[src/hw/rtl/cbe_pkg.sv]
// ----------------------------------------------------------------------------
// cbe_pkg: shared types and constants of the broadcast child enumerator
// Field widths, register indexes, status codes and the ALU request types.
// ----------------------------------------------------------------------------
package cbe_pkg;

  // Field and register widths
  localparam int CODE_W     = 12;
  localparam int NODE_W     = 11;
  localparam int OWN_W      = 10;
  localparam int DEST_W     = 10;
  localparam int FAN_W      = 5;
  localparam int DIMS_W     = 4;
  localparam int STAT_W     = 2;
  localparam int CFG_IDX_W  = 3;
  localparam int CFG_DATA_W = 11;

  // Working width of the shared subtract/compare unit
  localparam int CALC_W = 16;

  // Register indexes
  localparam logic [CFG_IDX_W-1:0] REG_NODE_COUNT = 3'd0;
  localparam logic [CFG_IDX_W-1:0] REG_OWN_NODE   = 3'd1;
  localparam logic [CFG_IDX_W-1:0] REG_TOPOLOGY   = 3'd2;
  localparam logic [CFG_IDX_W-1:0] REG_FANOUT     = 3'd3;
  localparam logic [CFG_IDX_W-1:0] REG_CUBE_DIMS  = 3'd4;

  // Topology modes
  localparam logic TOPO_TREE = 1'b0;
  localparam logic TOPO_CUBE = 1'b1;

  // Result status codes
  localparam logic [STAT_W-1:0] ST_TARGET  = 2'd0;
  localparam logic [STAT_W-1:0] ST_NONE    = 2'd1;
  localparam logic [STAT_W-1:0] ST_INVALID = 2'd2;

  // Configuration register set
  typedef struct packed {
    logic [NODE_W-1:0] node_count;
    logic [OWN_W-1:0]  own_node;
    logic              topology_mode;
    logic [FAN_W-1:0]  tree_fanout;
    logic [DIMS_W-1:0] cube_dims;
  } cfg_t;

  // Operands into the shared unit
  typedef struct packed {
    logic [CALC_W-1:0] a;
    logic [CALC_W-1:0] b;
  } alu_req_t;

  // Result of the shared unit
  typedef struct packed {
    logic [CALC_W-1:0] diff;
    logic              ge;
  } alu_rsp_t;

endpackage

[src/hw/rtl/cbe_cfg_regs.sv]
// ----------------------------------------------------------------------------
// cbe_cfg_regs: configuration register file
// Decodes register writes by index and holds the broadcast setup.
// ----------------------------------------------------------------------------
module cbe_cfg_regs (
  input  logic                             clk,
  input  logic                             rst,
  input  logic                             wr_en,
  input  logic [cbe_pkg::CFG_IDX_W-1:0]    wr_index,
  input  logic [cbe_pkg::CFG_DATA_W-1:0]   wr_data,
  output cbe_pkg::cfg_t                    cfg
);

  // Write one register per request; unknown indexes are dropped
  always_ff @(posedge clk) begin
    if (rst) begin
      cfg.node_count    <= 11'd1;
      cfg.own_node      <= 10'd0;
      cfg.topology_mode <= cbe_pkg::TOPO_TREE;
      cfg.tree_fanout   <= 5'd4;
      cfg.cube_dims     <= 4'd0;
    end else if (wr_en) begin
      unique case (wr_index)
        cbe_pkg::REG_NODE_COUNT: cfg.node_count    <= wr_data[cbe_pkg::NODE_W-1:0];
        cbe_pkg::REG_OWN_NODE:   cfg.own_node      <= wr_data[cbe_pkg::OWN_W-1:0];
        cbe_pkg::REG_TOPOLOGY:   cfg.topology_mode <= wr_data[0];
        cbe_pkg::REG_FANOUT:     cfg.tree_fanout   <= wr_data[cbe_pkg::FAN_W-1:0];
        cbe_pkg::REG_CUBE_DIMS:  cfg.cube_dims     <= wr_data[cbe_pkg::DIMS_W-1:0];
        default: ;
      endcase
    end
  end

endmodule

[src/hw/rtl/cbe_alu.sv]
// ----------------------------------------------------------------------------
// cbe_alu: shared subtract and compare unit
// Gives a - b and the flag a >= b; used for every modulo step and the child bound check.
// ----------------------------------------------------------------------------
module cbe_alu (
  input  cbe_pkg::alu_req_t req,
  output cbe_pkg::alu_rsp_t rsp
);

  logic [cbe_pkg::CALC_W:0] wide;

  // Subtract with one extra bit; the borrow gives the compare
  assign wide     = {1'b0, req.a} - {1'b0, req.b};
  assign rsp.diff = wide[cbe_pkg::CALC_W-1:0];
  assign rsp.ge   = ~wide[cbe_pkg::CALC_W];

endmodule

[src/hw/rtl/broadcast_child_enumerator_top.sv]
// ----------------------------------------------------------------------------
// broadcast_child_enumerator_top: broadcast forwarding list generator
// Sequence: an invalid root goes from S_CHECK straight to S_FINAL; a valid root
// first runs a 10-step restoring modulo of own_node, then S_DIST and S_SETUP,
// then S_SCAN and S_EMIT per child, plus one more S_SCAN per skipped hypercube step.
// Throughput: one request at a time; s_tready returns after the last result.
// Reset: synchronous, active high; only state, m_tvalid and the config registers reset.
// ----------------------------------------------------------------------------
module broadcast_child_enumerator_top #(
  parameter int MAX_NODES  = 1024,
  parameter int MAX_FANOUT = 16
) (
  input  logic                            clk,
  input  logic                            rst,
  // Request stream
  input  logic                            s_tvalid,
  output logic                            s_tready,
  input  logic [15:0]                     s_tdata,   // [11:0] root_code
  // Result stream
  output logic                            m_tvalid,
  input  logic                            m_tready,
  output logic [15:0]                     m_tdata,   // [9:0] dest_node
  output logic [2:0]                      m_tuser,   // [0] node_level, [2:1] status
  output logic                            m_tlast,   // last_flag
  // Configuration write channel
  input  logic                            cfg_valid,
  output logic                            cfg_ready,
  input  logic [cbe_pkg::CFG_IDX_W-1:0]   cfg_index,
  input  logic [cbe_pkg::CFG_DATA_W-1:0]  cfg_data
);

  localparam int W     = cbe_pkg::CALC_W;
  localparam int CNT_W = $clog2(MAX_FANOUT + 1);

  localparam logic [2:0] S_IDLE  = 3'd0;
  localparam logic [2:0] S_CHECK = 3'd1;
  localparam logic [2:0] S_MOD   = 3'd2;
  localparam logic [2:0] S_DIST  = 3'd3;
  localparam logic [2:0] S_SETUP = 3'd4;
  localparam logic [2:0] S_SCAN  = 3'd5;
  localparam logic [2:0] S_EMIT  = 3'd6;
  localparam logic [2:0] S_FINAL = 3'd7;

  cbe_pkg::cfg_t     cfg;
  cbe_pkg::alu_req_t alu_req;
  cbe_pkg::alu_rsp_t alu_rsp;

  logic [2:0]                   state;
  logic signed [cbe_pkg::CODE_W-1:0] code;
  logic                         lvl;
  logic [cbe_pkg::NODE_W-1:0]   n_eff;
  logic [cbe_pkg::FAN_W-1:0]    k_eff;
  logic [cbe_pkg::NODE_W-1:0]   root;
  logic [W-1:0]                 rem;
  logic [W-1:0]                 rel_dist;
  logic [W-1:0]                 child;
  logic [W-1:0]                 step;
  logic [cbe_pkg::FAN_W-1:0]    idx;
  logic [CNT_W-1:0]             cnt;
  logic [3:0]                   bit_cnt;
  logic [cbe_pkg::STAT_W-1:0]   fin_status;

  logic [cbe_pkg::DEST_W-1:0]   dest_q;
  logic                         lvl_q;
  logic [cbe_pkg::STAT_W-1:0]   status_q;
  logic                         last_q;

  logic                         slot_free;
  logic                         accept;
  logic [W-1:0]                 step_half;
  logic [W-1:0]                 step_init;
  logic [W-1:0]                 rebased;
  logic                         emit_last;
  logic [cbe_pkg::NODE_W-1:0]   root_in;
  logic                         code_neg;

  cbe_cfg_regs u_cfg (
    .clk      (clk),
    .rst      (rst),
    .wr_en    (cfg_valid & cfg_ready),
    .wr_index (cfg_index),
    .wr_data  (cfg_data),
    .cfg      (cfg)
  );

  cbe_alu u_alu (
    .req (alu_req),
    .rsp (alu_rsp)
  );

  assign cfg_ready = 1'b1;
  assign s_tready  = (state == S_IDLE);
  assign accept    = s_tvalid & s_tready;
  assign slot_free = ~m_tvalid | m_tready;

  // Decode the root node from the incoming code
  assign code_neg = s_tdata[cbe_pkg::CODE_W-1];
  assign root_in  = code_neg ? ~s_tdata[cbe_pkg::NODE_W-1:0]
                             : (s_tdata[cbe_pkg::NODE_W-1:0] - 11'd1);

  // Hypercube step helpers
  assign step_half = step >> 1;
  assign step_init = (rel_dist == '0) ? (W'(1) << cfg.cube_dims)
                                      : (rel_dist & (~rel_dist + W'(1)));

  // Route operands into the shared unit
  always_comb begin
    alu_req = '0;
    unique case (state)
      S_MOD: begin
        alu_req.a = {rem[W-2:0], cfg.own_node[bit_cnt]};
        alu_req.b = W'(n_eff);
      end
      S_DIST: begin
        alu_req.a = rem;
        alu_req.b = W'(root);
      end
      S_SCAN: begin
        alu_req.a = child;
        alu_req.b = W'(n_eff);
      end
      S_EMIT: begin
        alu_req.a = child + W'(root);
        alu_req.b = W'(n_eff);
      end
      default: ;
    endcase
  end

  assign rebased = alu_rsp.ge ? alu_rsp.diff : alu_req.a;

  // Look ahead for the final child of this request
  always_comb begin
    if (cfg.topology_mode == cbe_pkg::TOPO_TREE) begin
      emit_last = (idx == k_eff) || ((child + W'(1)) == W'(n_eff));
    end else begin
      emit_last = (step == W'(1)) || ((32'(cnt) + 1) == MAX_FANOUT);
    end
  end

  // Sequencer
  always_ff @(posedge clk) begin
    if (rst) begin
      state <= S_IDLE;
    end else begin
      unique case (state)
        S_IDLE: begin
          if (accept) begin
            state <= S_CHECK;
          end
        end
        S_CHECK: begin
          if (code == '0 || root >= n_eff) begin
            state <= S_FINAL;
          end else begin
            state <= S_MOD;
          end
        end
        S_MOD: begin
          if (bit_cnt == 4'd0) begin
            state <= S_DIST;
          end
        end
        S_DIST: state <= S_SETUP;
        S_SETUP: begin
          if (cfg.topology_mode == cbe_pkg::TOPO_TREE) begin
            state <= (k_eff == '0) ? S_FINAL : S_SCAN;
          end else begin
            state <= ((step_init >> 1) == '0) ? S_FINAL : S_SCAN;
          end
        end
        S_SCAN: begin
          if (!alu_rsp.ge) begin
            state <= S_EMIT;
          end else if (cfg.topology_mode == cbe_pkg::TOPO_TREE || step_half == '0) begin
            state <= S_FINAL;
          end
        end
        S_EMIT: begin
          if (slot_free) begin
            state <= emit_last ? S_IDLE : S_SCAN;
          end
        end
        S_FINAL: begin
          if (slot_free) begin
            state <= S_IDLE;
          end
        end
        default: state <= S_IDLE;
      endcase
    end
  end

  // Working registers
  always_ff @(posedge clk) begin
    unique case (state)
      S_IDLE: begin
        if (accept) begin
          code  <= s_tdata[cbe_pkg::CODE_W-1:0];
          lvl   <= code_neg;
          root  <= root_in;
          n_eff <= (32'(cfg.node_count) > MAX_NODES) ? cbe_pkg::NODE_W'(MAX_NODES)
                                                     : cfg.node_count;
          k_eff <= (32'(cfg.tree_fanout) > MAX_FANOUT) ? cbe_pkg::FAN_W'(MAX_FANOUT)
                                                       : cfg.tree_fanout;
        end
      end
      S_CHECK: begin
        fin_status <= cbe_pkg::ST_INVALID;
        rem        <= '0;
        bit_cnt    <= 4'(cbe_pkg::OWN_W - 1);
      end
      S_MOD: begin
        rem     <= rebased;
        bit_cnt <= bit_cnt - 4'd1;
      end
      S_DIST: begin
        rel_dist <= alu_rsp.ge ? alu_rsp.diff : (alu_rsp.diff + W'(n_eff));
      end
      S_SETUP: begin
        fin_status <= cbe_pkg::ST_NONE;
        cnt        <= '0;
        idx        <= cbe_pkg::FAN_W'(1);
        if (cfg.topology_mode == cbe_pkg::TOPO_TREE) begin
          child <= (W'(k_eff) * rel_dist) + W'(1);
        end else begin
          step  <= step_init >> 1;
          child <= rel_dist + (step_init >> 1);
        end
      end
      S_SCAN: begin
        if (alu_rsp.ge && cfg.topology_mode == cbe_pkg::TOPO_CUBE) begin
          step  <= step_half;
          child <= rel_dist + step_half;
        end
      end
      S_EMIT: begin
        if (slot_free) begin
          cnt <= cnt + CNT_W'(1);
          if (cfg.topology_mode == cbe_pkg::TOPO_TREE) begin
            child <= child + W'(1);
            idx   <= idx + cbe_pkg::FAN_W'(1);
          end else begin
            step  <= step_half;
            child <= rel_dist + step_half;
          end
        end
      end
      default: ;
    endcase
  end

  // Output register: load a result when the slot is free
  always_ff @(posedge clk) begin
    if (rst) begin
      m_tvalid <= 1'b0;
    end else if (state == S_EMIT && slot_free) begin
      m_tvalid <= 1'b1;
    end else if (state == S_FINAL && slot_free) begin
      m_tvalid <= 1'b1;
    end else if (m_tready) begin
      m_tvalid <= 1'b0;
    end
  end

  always_ff @(posedge clk) begin
    if (state == S_EMIT && slot_free) begin
      dest_q   <= rebased[cbe_pkg::DEST_W-1:0];
      lvl_q    <= lvl;
      status_q <= cbe_pkg::ST_TARGET;
      last_q   <= emit_last;
    end else if (state == S_FINAL && slot_free) begin
      dest_q   <= '0;
      lvl_q    <= lvl;
      status_q <= fin_status;
      last_q   <= 1'b1;
    end
  end

  assign m_tdata = {6'd0, dest_q};
  assign m_tuser = {status_q, lvl_q};
  assign m_tlast = last_q;

endmodule

[config.mk]
export PLATFORM = sky130hd
export DESIGN_NAME = broadcast_child_enumerator_top
export DESIGN_NICKNAME = d
export VERILOG_FILES = /design/src/hw/rtl/cbe_pkg.sv /design/src/hw/rtl/cbe_cfg_regs.sv /design/src/hw/rtl/cbe_alu.sv /design/src/hw/rtl/broadcast_child_enumerator_top.sv
export SDC_FILE = /design/constraint.sdc
export NUM_CORES = 1
export LEC_CHECK = 0
export BUFFER_PORTS_ARGS = -buffer_cell sky130_fd_sc_hd__buf_2
export CORE_MARGIN = 2
export CORE_UTILIZATION = 60
export CTS_CLUSTER_DIAMETER = 30
export CTS_CLUSTER_SIZE = 40
export DETAILED_ROUTE_END_ITERATION = 12
export GPL_TIMING_DRIVEN = 0
export PLACE_DENSITY = 0.83
export SYNTH_ARGS = -nofsm -noshare
export SYNTH_HDL_FRONTEND = slang
export SYNTH_HIERARCHICAL = 1
export SYNTH_SLANG_ARGS = --single-unit
[constraint.sdc]
create_clock -name clk -period 7.5 [get_ports clk]
set_clock_uncertainty 0.05 [all_clocks]
set_input_delay 0.75 -clock clk [delete_from_list [all_inputs] [get_ports clk]]
set_output_delay 0.75 -clock clk [all_outputs]
set_load 0.02 [all_outputs]
Word level (Yosys, flattened, before mapping). Index checks and enable logic that the tools add are counted.

Logic and storage cells: 154. Bits of input ports: 35. Latch bits: 0. Register bits after elaboration: 169. RAM bits: 0. Output and inout bits: 23. Bits in read-only memories: 0. Memories: 0.

Equal/unequal tests: 24. Shift operators: 1. Div/mod/pow operators: 0. Mux-type cells: 47. Order comparisons: 4. Reduce and logical (&&, ||, !) cells: 32. Add/subtract/negate cells: 13. Bitwise logic cells: 8. Multiply operators: 1.

Operators by type and width (number): two-way mux 16 bit (11); one-hot mux 32 bit (4 select lines) (1); one-hot mux 16 bit (3 select lines) (2); adder 16 x 1 -> 16 bit, second input constant (3); logical NOT 16 bit (3); adder 16 x 11 -> 16 bit (2); adder 16 x 15 -> 16 bit (2); one-hot mux 16 bit (2 select lines) (1); two-way mux 3 bit (8); one-hot mux 3 bit (8 select lines) (1); two-way mux 10 bit (2); one-hot mux 5 bit (2 select lines) (2); subtractor 16 x 16 -> 17 bit (1); AND 16 bit (1); equality test 16 x 1 -> 1 bit, second input constant (1); equality test 16 x 11 -> 1 bit (1); multiplier 5 x 16 -> 16 bit (1); NOT 16 bit (1); << shifter 1 x 4 -> 16 bit, first input constant (1); equality test 3 bit, second input constant (5); two-way mux 5 bit (3); AND reduction 2 bit (7); equality test 3 x 2 -> 1 bit, second input constant (4); logical NOT 12 bit (1); other kinds (33) (65).

Depth between registers and ports, before layout.
Word-level depth: 8. Depth in mapped cells: 23. Depth with buffers taken out: 22.

Cells and area by module. The synthesis kept the hierarchy.

By module, submodules not included: broadcast_child_enumerator_top (area each 12533.3 sq um, cells each 1387, times used 1, sequential area each 4023.9 sq um); cbe_cfg_regs (area each 1290.0 sq um, cells each 119, times used 1, sequential area each 620.6 sq um); cbe_alu (area each 962.2 sq um, cells each 147, times used 1, sequential area each 0.0 sq um).

Worst setup path before layout. OpenSTA, ideal clock, no wires.

Kind: reg-to-reg. Start: register child[0]. End: register step[0] (enable). Slack: 1803 ps. Data required time: 7039 ps. Cell stages (with the launch flop): 22. Setup time: 411 ps. Data arrival time: 5236 ps. Buffers on the path: 1. Period minus slack after synthesis: 5697 ps. Cells stage by stage: edfxtp_1 -> ha_1 -> inv_1 -> fa_1 -> nand2b_1 -> a21oi_1 -> o311a_1 -> o21a_1 -> nor2_1 -> xnor2_1 -> a221oi_1 -> inv_1 -> ha_1 -> clkbuf_1 -> nand4_1 -> a211oi_1 -> o41ai_1 -> a32oi_1 -> nand2_1 -> a21oi_1 -> a21oi_1 -> a211oi_1.

RTL lines: start: declaration (line broadcast_child_enumerator_top.sv:56) `logic [W-1:0] child;`; start signal: assignment (line broadcast_child_enumerator_top.sv:225) `child <= (W'(k_eff) * rel_dist) + W'(1);`; start signal: assignment (line broadcast_child_enumerator_top.sv:228) `child <= rel_dist + (step_init >> 1);`; start signal: assignment (line broadcast_child_enumerator_top.sv:234) `child <= rel_dist + step_half;`; end signal: assignment (line broadcast_child_enumerator_top.sv:227) `step <= step_init >> 1;`; end signal: assignment (line broadcast_child_enumerator_top.sv:233) `step <= step_half;`; end signal: assignment (line broadcast_child_enumerator_top.sv:244) `step <= step_half;`; end: declaration (line broadcast_child_enumerator_top.sv:57) `logic [W-1:0] step;`.

==> results.toml <==
[status]
status = "complete, no violations"

[power_and_ir_drop]
finalPower_uw = 8765
powerDensity_nw_per_um2 = 543.2
vdd_ir_drop_max_mv = 0.6627
p_leak_uw = 0.006636

[grt]
grt-ovfl-total = 0
grt_max_degree = 40
track_usage_pct = 34.88
antenna_found_initial = 1
grt_pass1_vias = 12650
grt_pass1_wl_um = 69750

[synthesis]
avgSynthCellArea_um2 = 8.945
synth_top_area_share_pct = 26.40
synth_cell_types = 102
synthCells = 1653
syn_area_um2 = 14790
synth_flop_cell = "edfxtp_1"
seq_area_frac_synth_pct = 31.41
ys_warn_count = 6
ys_ff_latch = 167
yosys.area.top_type = "edfxtp_1"
synth_edf_count = 130
async_flop_share_pct = 0
synth_area_leaders = "edfxtp_1, ha_1, fa_1"

[clock_network]
cts_setup_buffers = 0
clock_latency_ns = 0.45
numCtsBuffers = 17
clk_pin_slew_ns = 0.08
cts_tree = "done"
htreeDepth = 4
clkSinkCount = 167
cts.path.max_buffers = 2
cts_resized = 0
root_buffer = "clkbuf_16"
cts_hold_buf = 0

[detailed_routing]
route.detailed.wl_per_inst_um = 21.96
drc = 0
ant_nets = 0
vias = 13260
dr.pass1.iters = 6
drt_wl_total_um = 45380
drt_iter0_drc = 1569
avgViaCountPerCell = 6.413

[critical_path]
worstPathArrival_ns = 6.97
cp-startpoint = "child[0]"
end_kind = "flop"
critical_path.cell_chain = "ha_1 > inv_1 > fa_1 > nand2b_1 > a21oi_1 > o311a_1 > o21a_1 > nor2_1 > xnor2_1 > a221oi_1 > inv_1 > ha_1 > clkbuf_1 > nand4_1 > a211oi_1 > o41ai_1 > a32oi_1 > clkbuf_1 > clkbuf_1 > o21ai_0"
r2r-end = "rel_dist[6]"
worstReg2RegStart = "child[0]"
crit_path_start_kind = "flop"
crit_path_max_incr_delay_ns = 0.75
endpoint = "rel_dist[6]"
worst_path_max_delay_cell = "a32oi_1"
crit_fanout = 10
reg2regPathDepth = 20
crit_type = "reg -> reg"
timing.critical_path.mode_cell = "clkbuf_1"
required_ns = 7.59
regToRegSetupSlack_ns = 0.62

[layout]
fin_area_um2 = 16140
areaGrowthSynthToFinish_pct = 9.131
final_nets = 1907
diodes = 0
layout-drive-gt1-share_pct = 8.721

[place]
dp_slack_ns = 0.5786
dp_hpwl_um = 35250
place.gp.congestion = 1.034
portBuffers = 46
dpl_cell_area_um2 = 15490

[floorplan]
ioPinCount = 58
dieArea_um2 = 25910
fp.dieH_um = 161.0
fp.dieW_um = 161.0
start_util_pct = 60.98
core-area_um2 = 24250
rows = 57

[sta]
finalWorstSetupSlack_ns = 0.6198
finalHoldViolations = 0
layout_min_cycle_time_ns = 6.880
relSlewSlack_pct = 19.07
worstMarginPinSlew_ns = 1.199
tns_ns = 0
setup_viol = 0
period_share_pct = 91.74
timing.fmax_ghz = 0.1453
maxSlewViolCount = 0
rsz0062_at_grt = "false"

[job]
max-cap-violations = 0

[hold_path]
hp-class = "reg -> reg"
## synth_stat cells, types with 9 or more instances
cell        n
nand2b_1   54
a211oi_1   18
buf_2      11
nor4_1     16
o21ai_0    68
dfxtp_1    37
nand2_1   132
o211ai_1   12
fa_1       40
a22o_1     13
a21oi_1    85
ha_1      102
inv_1     118
and2_1     60
edfxtp_1  130
buf_4       9
a21o_1     10
mux2i_1    59
o21a_1     10
nor2_1    147
xnor2_1    63
nand4_1    18
clkbuf_1   51
nor3_1     39
a31oi_1    15
and3_1     14
nor2b_1    36
nand3_1    58
o31ai_1     9
xor2_1     42
## registers in the layout, indices dropped and copies added, names as in the netlist, 11 cells and up
name and cells:
u_cfg/cfg 31, child 16, rel_dist 16, rem 16
step 15, code 12, n_eff 11, root 11
## cell families after synthesis
family,after synthesis,share of synthesized area [%]
AO/OA/AOI/OAI,347,16.24
XOR/XNOR,105,6.220
adder cells (fa/ha/maj),142,14.05
buffers and inverters,198,5.467
flip-flops,167,31.41
multiplexers,69,4.908
other,2,0.05079
AND/OR/NAND/NOR,623,21.66
## metal layers
metal | global-route usage (%) | up-vias | share of wire [%] | wire length [um]
li1 | - | 6097 | - | -
met1 | 47.25 | 6303 | 41 | 18490
met2 | 55.07 | 734 | 45 | 20240
met3 | 8.808 | 120 | 11 | 5121
met4 | 11.40 | 2 | 3.4 | 1521
met5 | 0 | - | 0.024 | 11
## how the worst min path moves through the flow
stage | start | end | cells after the start
detailed placement | code[11] | lvl_q | 0
CTS | code[11] | lvl_q | 0
finish | code[11] | lvl_q | 0
global placement | code[11] | lvl_q | 0
floorplan | code[11] | lvl_q | 0
global route | code[11] | lvl_q | 0
## where the power goes
group / internal (uW) / switching (uW)
clock network: 493 / 471
logic: 2320 / 3690
registers: 1500 / 288
## layout by cell type (no fill, tap or decap), drive strengths merged, types with 39 or more instances in the layout
cell	count
buf	73
nor2	147
clkbuf	70
mux2i	59
nand2	132
edfxtp	130
nand3	58
xor2	42
nor3	39
ha	102
and2	61
xnor2	63
o21ai	70
a21oi	86
nand2b	54
fa	40
inv	127
## cell type report
type / instances / area, um^2
Multi-Input combinational cell: 1298 / 9384
Fill cell: 1991 / 8113
Sequential cell: 167 / 4644
Inverter: 120 / 450.4
Clock buffer: 17 / 425.4
Tap cell: 324 / 405.4
Buffer: 78 / 357.8
Timing Repair Buffer: 48 / 252.7
Clock inverter: 15 / 215.2
## metrics by stage
| step | cells | utilization [%] | hold slack, ns |
|---|---|---|---|
| 2_1_floorplan | 1663 | - | 0.3778 |
| 3_3_place_gp | 2033 | 63.75 | 0.3866 |
| 3_5_place_dp | 2035 | 63.89 | 0.3914 |
| 4_1_cts | 2067 | 66.53 | 0.4110 |
| 5_1_grt | 2067 | 66.54 | 0.4135 |
| 6_report | 2067 | 66.54 | 0.4061 |
## critical path, delay by kind of cell, from the launching register on
kind	cells	cell delay, ns
buf+inv	5	1.29
xor+xnor	1	0.16
fa+ha+maj	3	1.00
simple gates	3	0.39
flops	1	0.58
compound gates	8	3.10
Note: power is estimated with default switching activity, not from simulation.
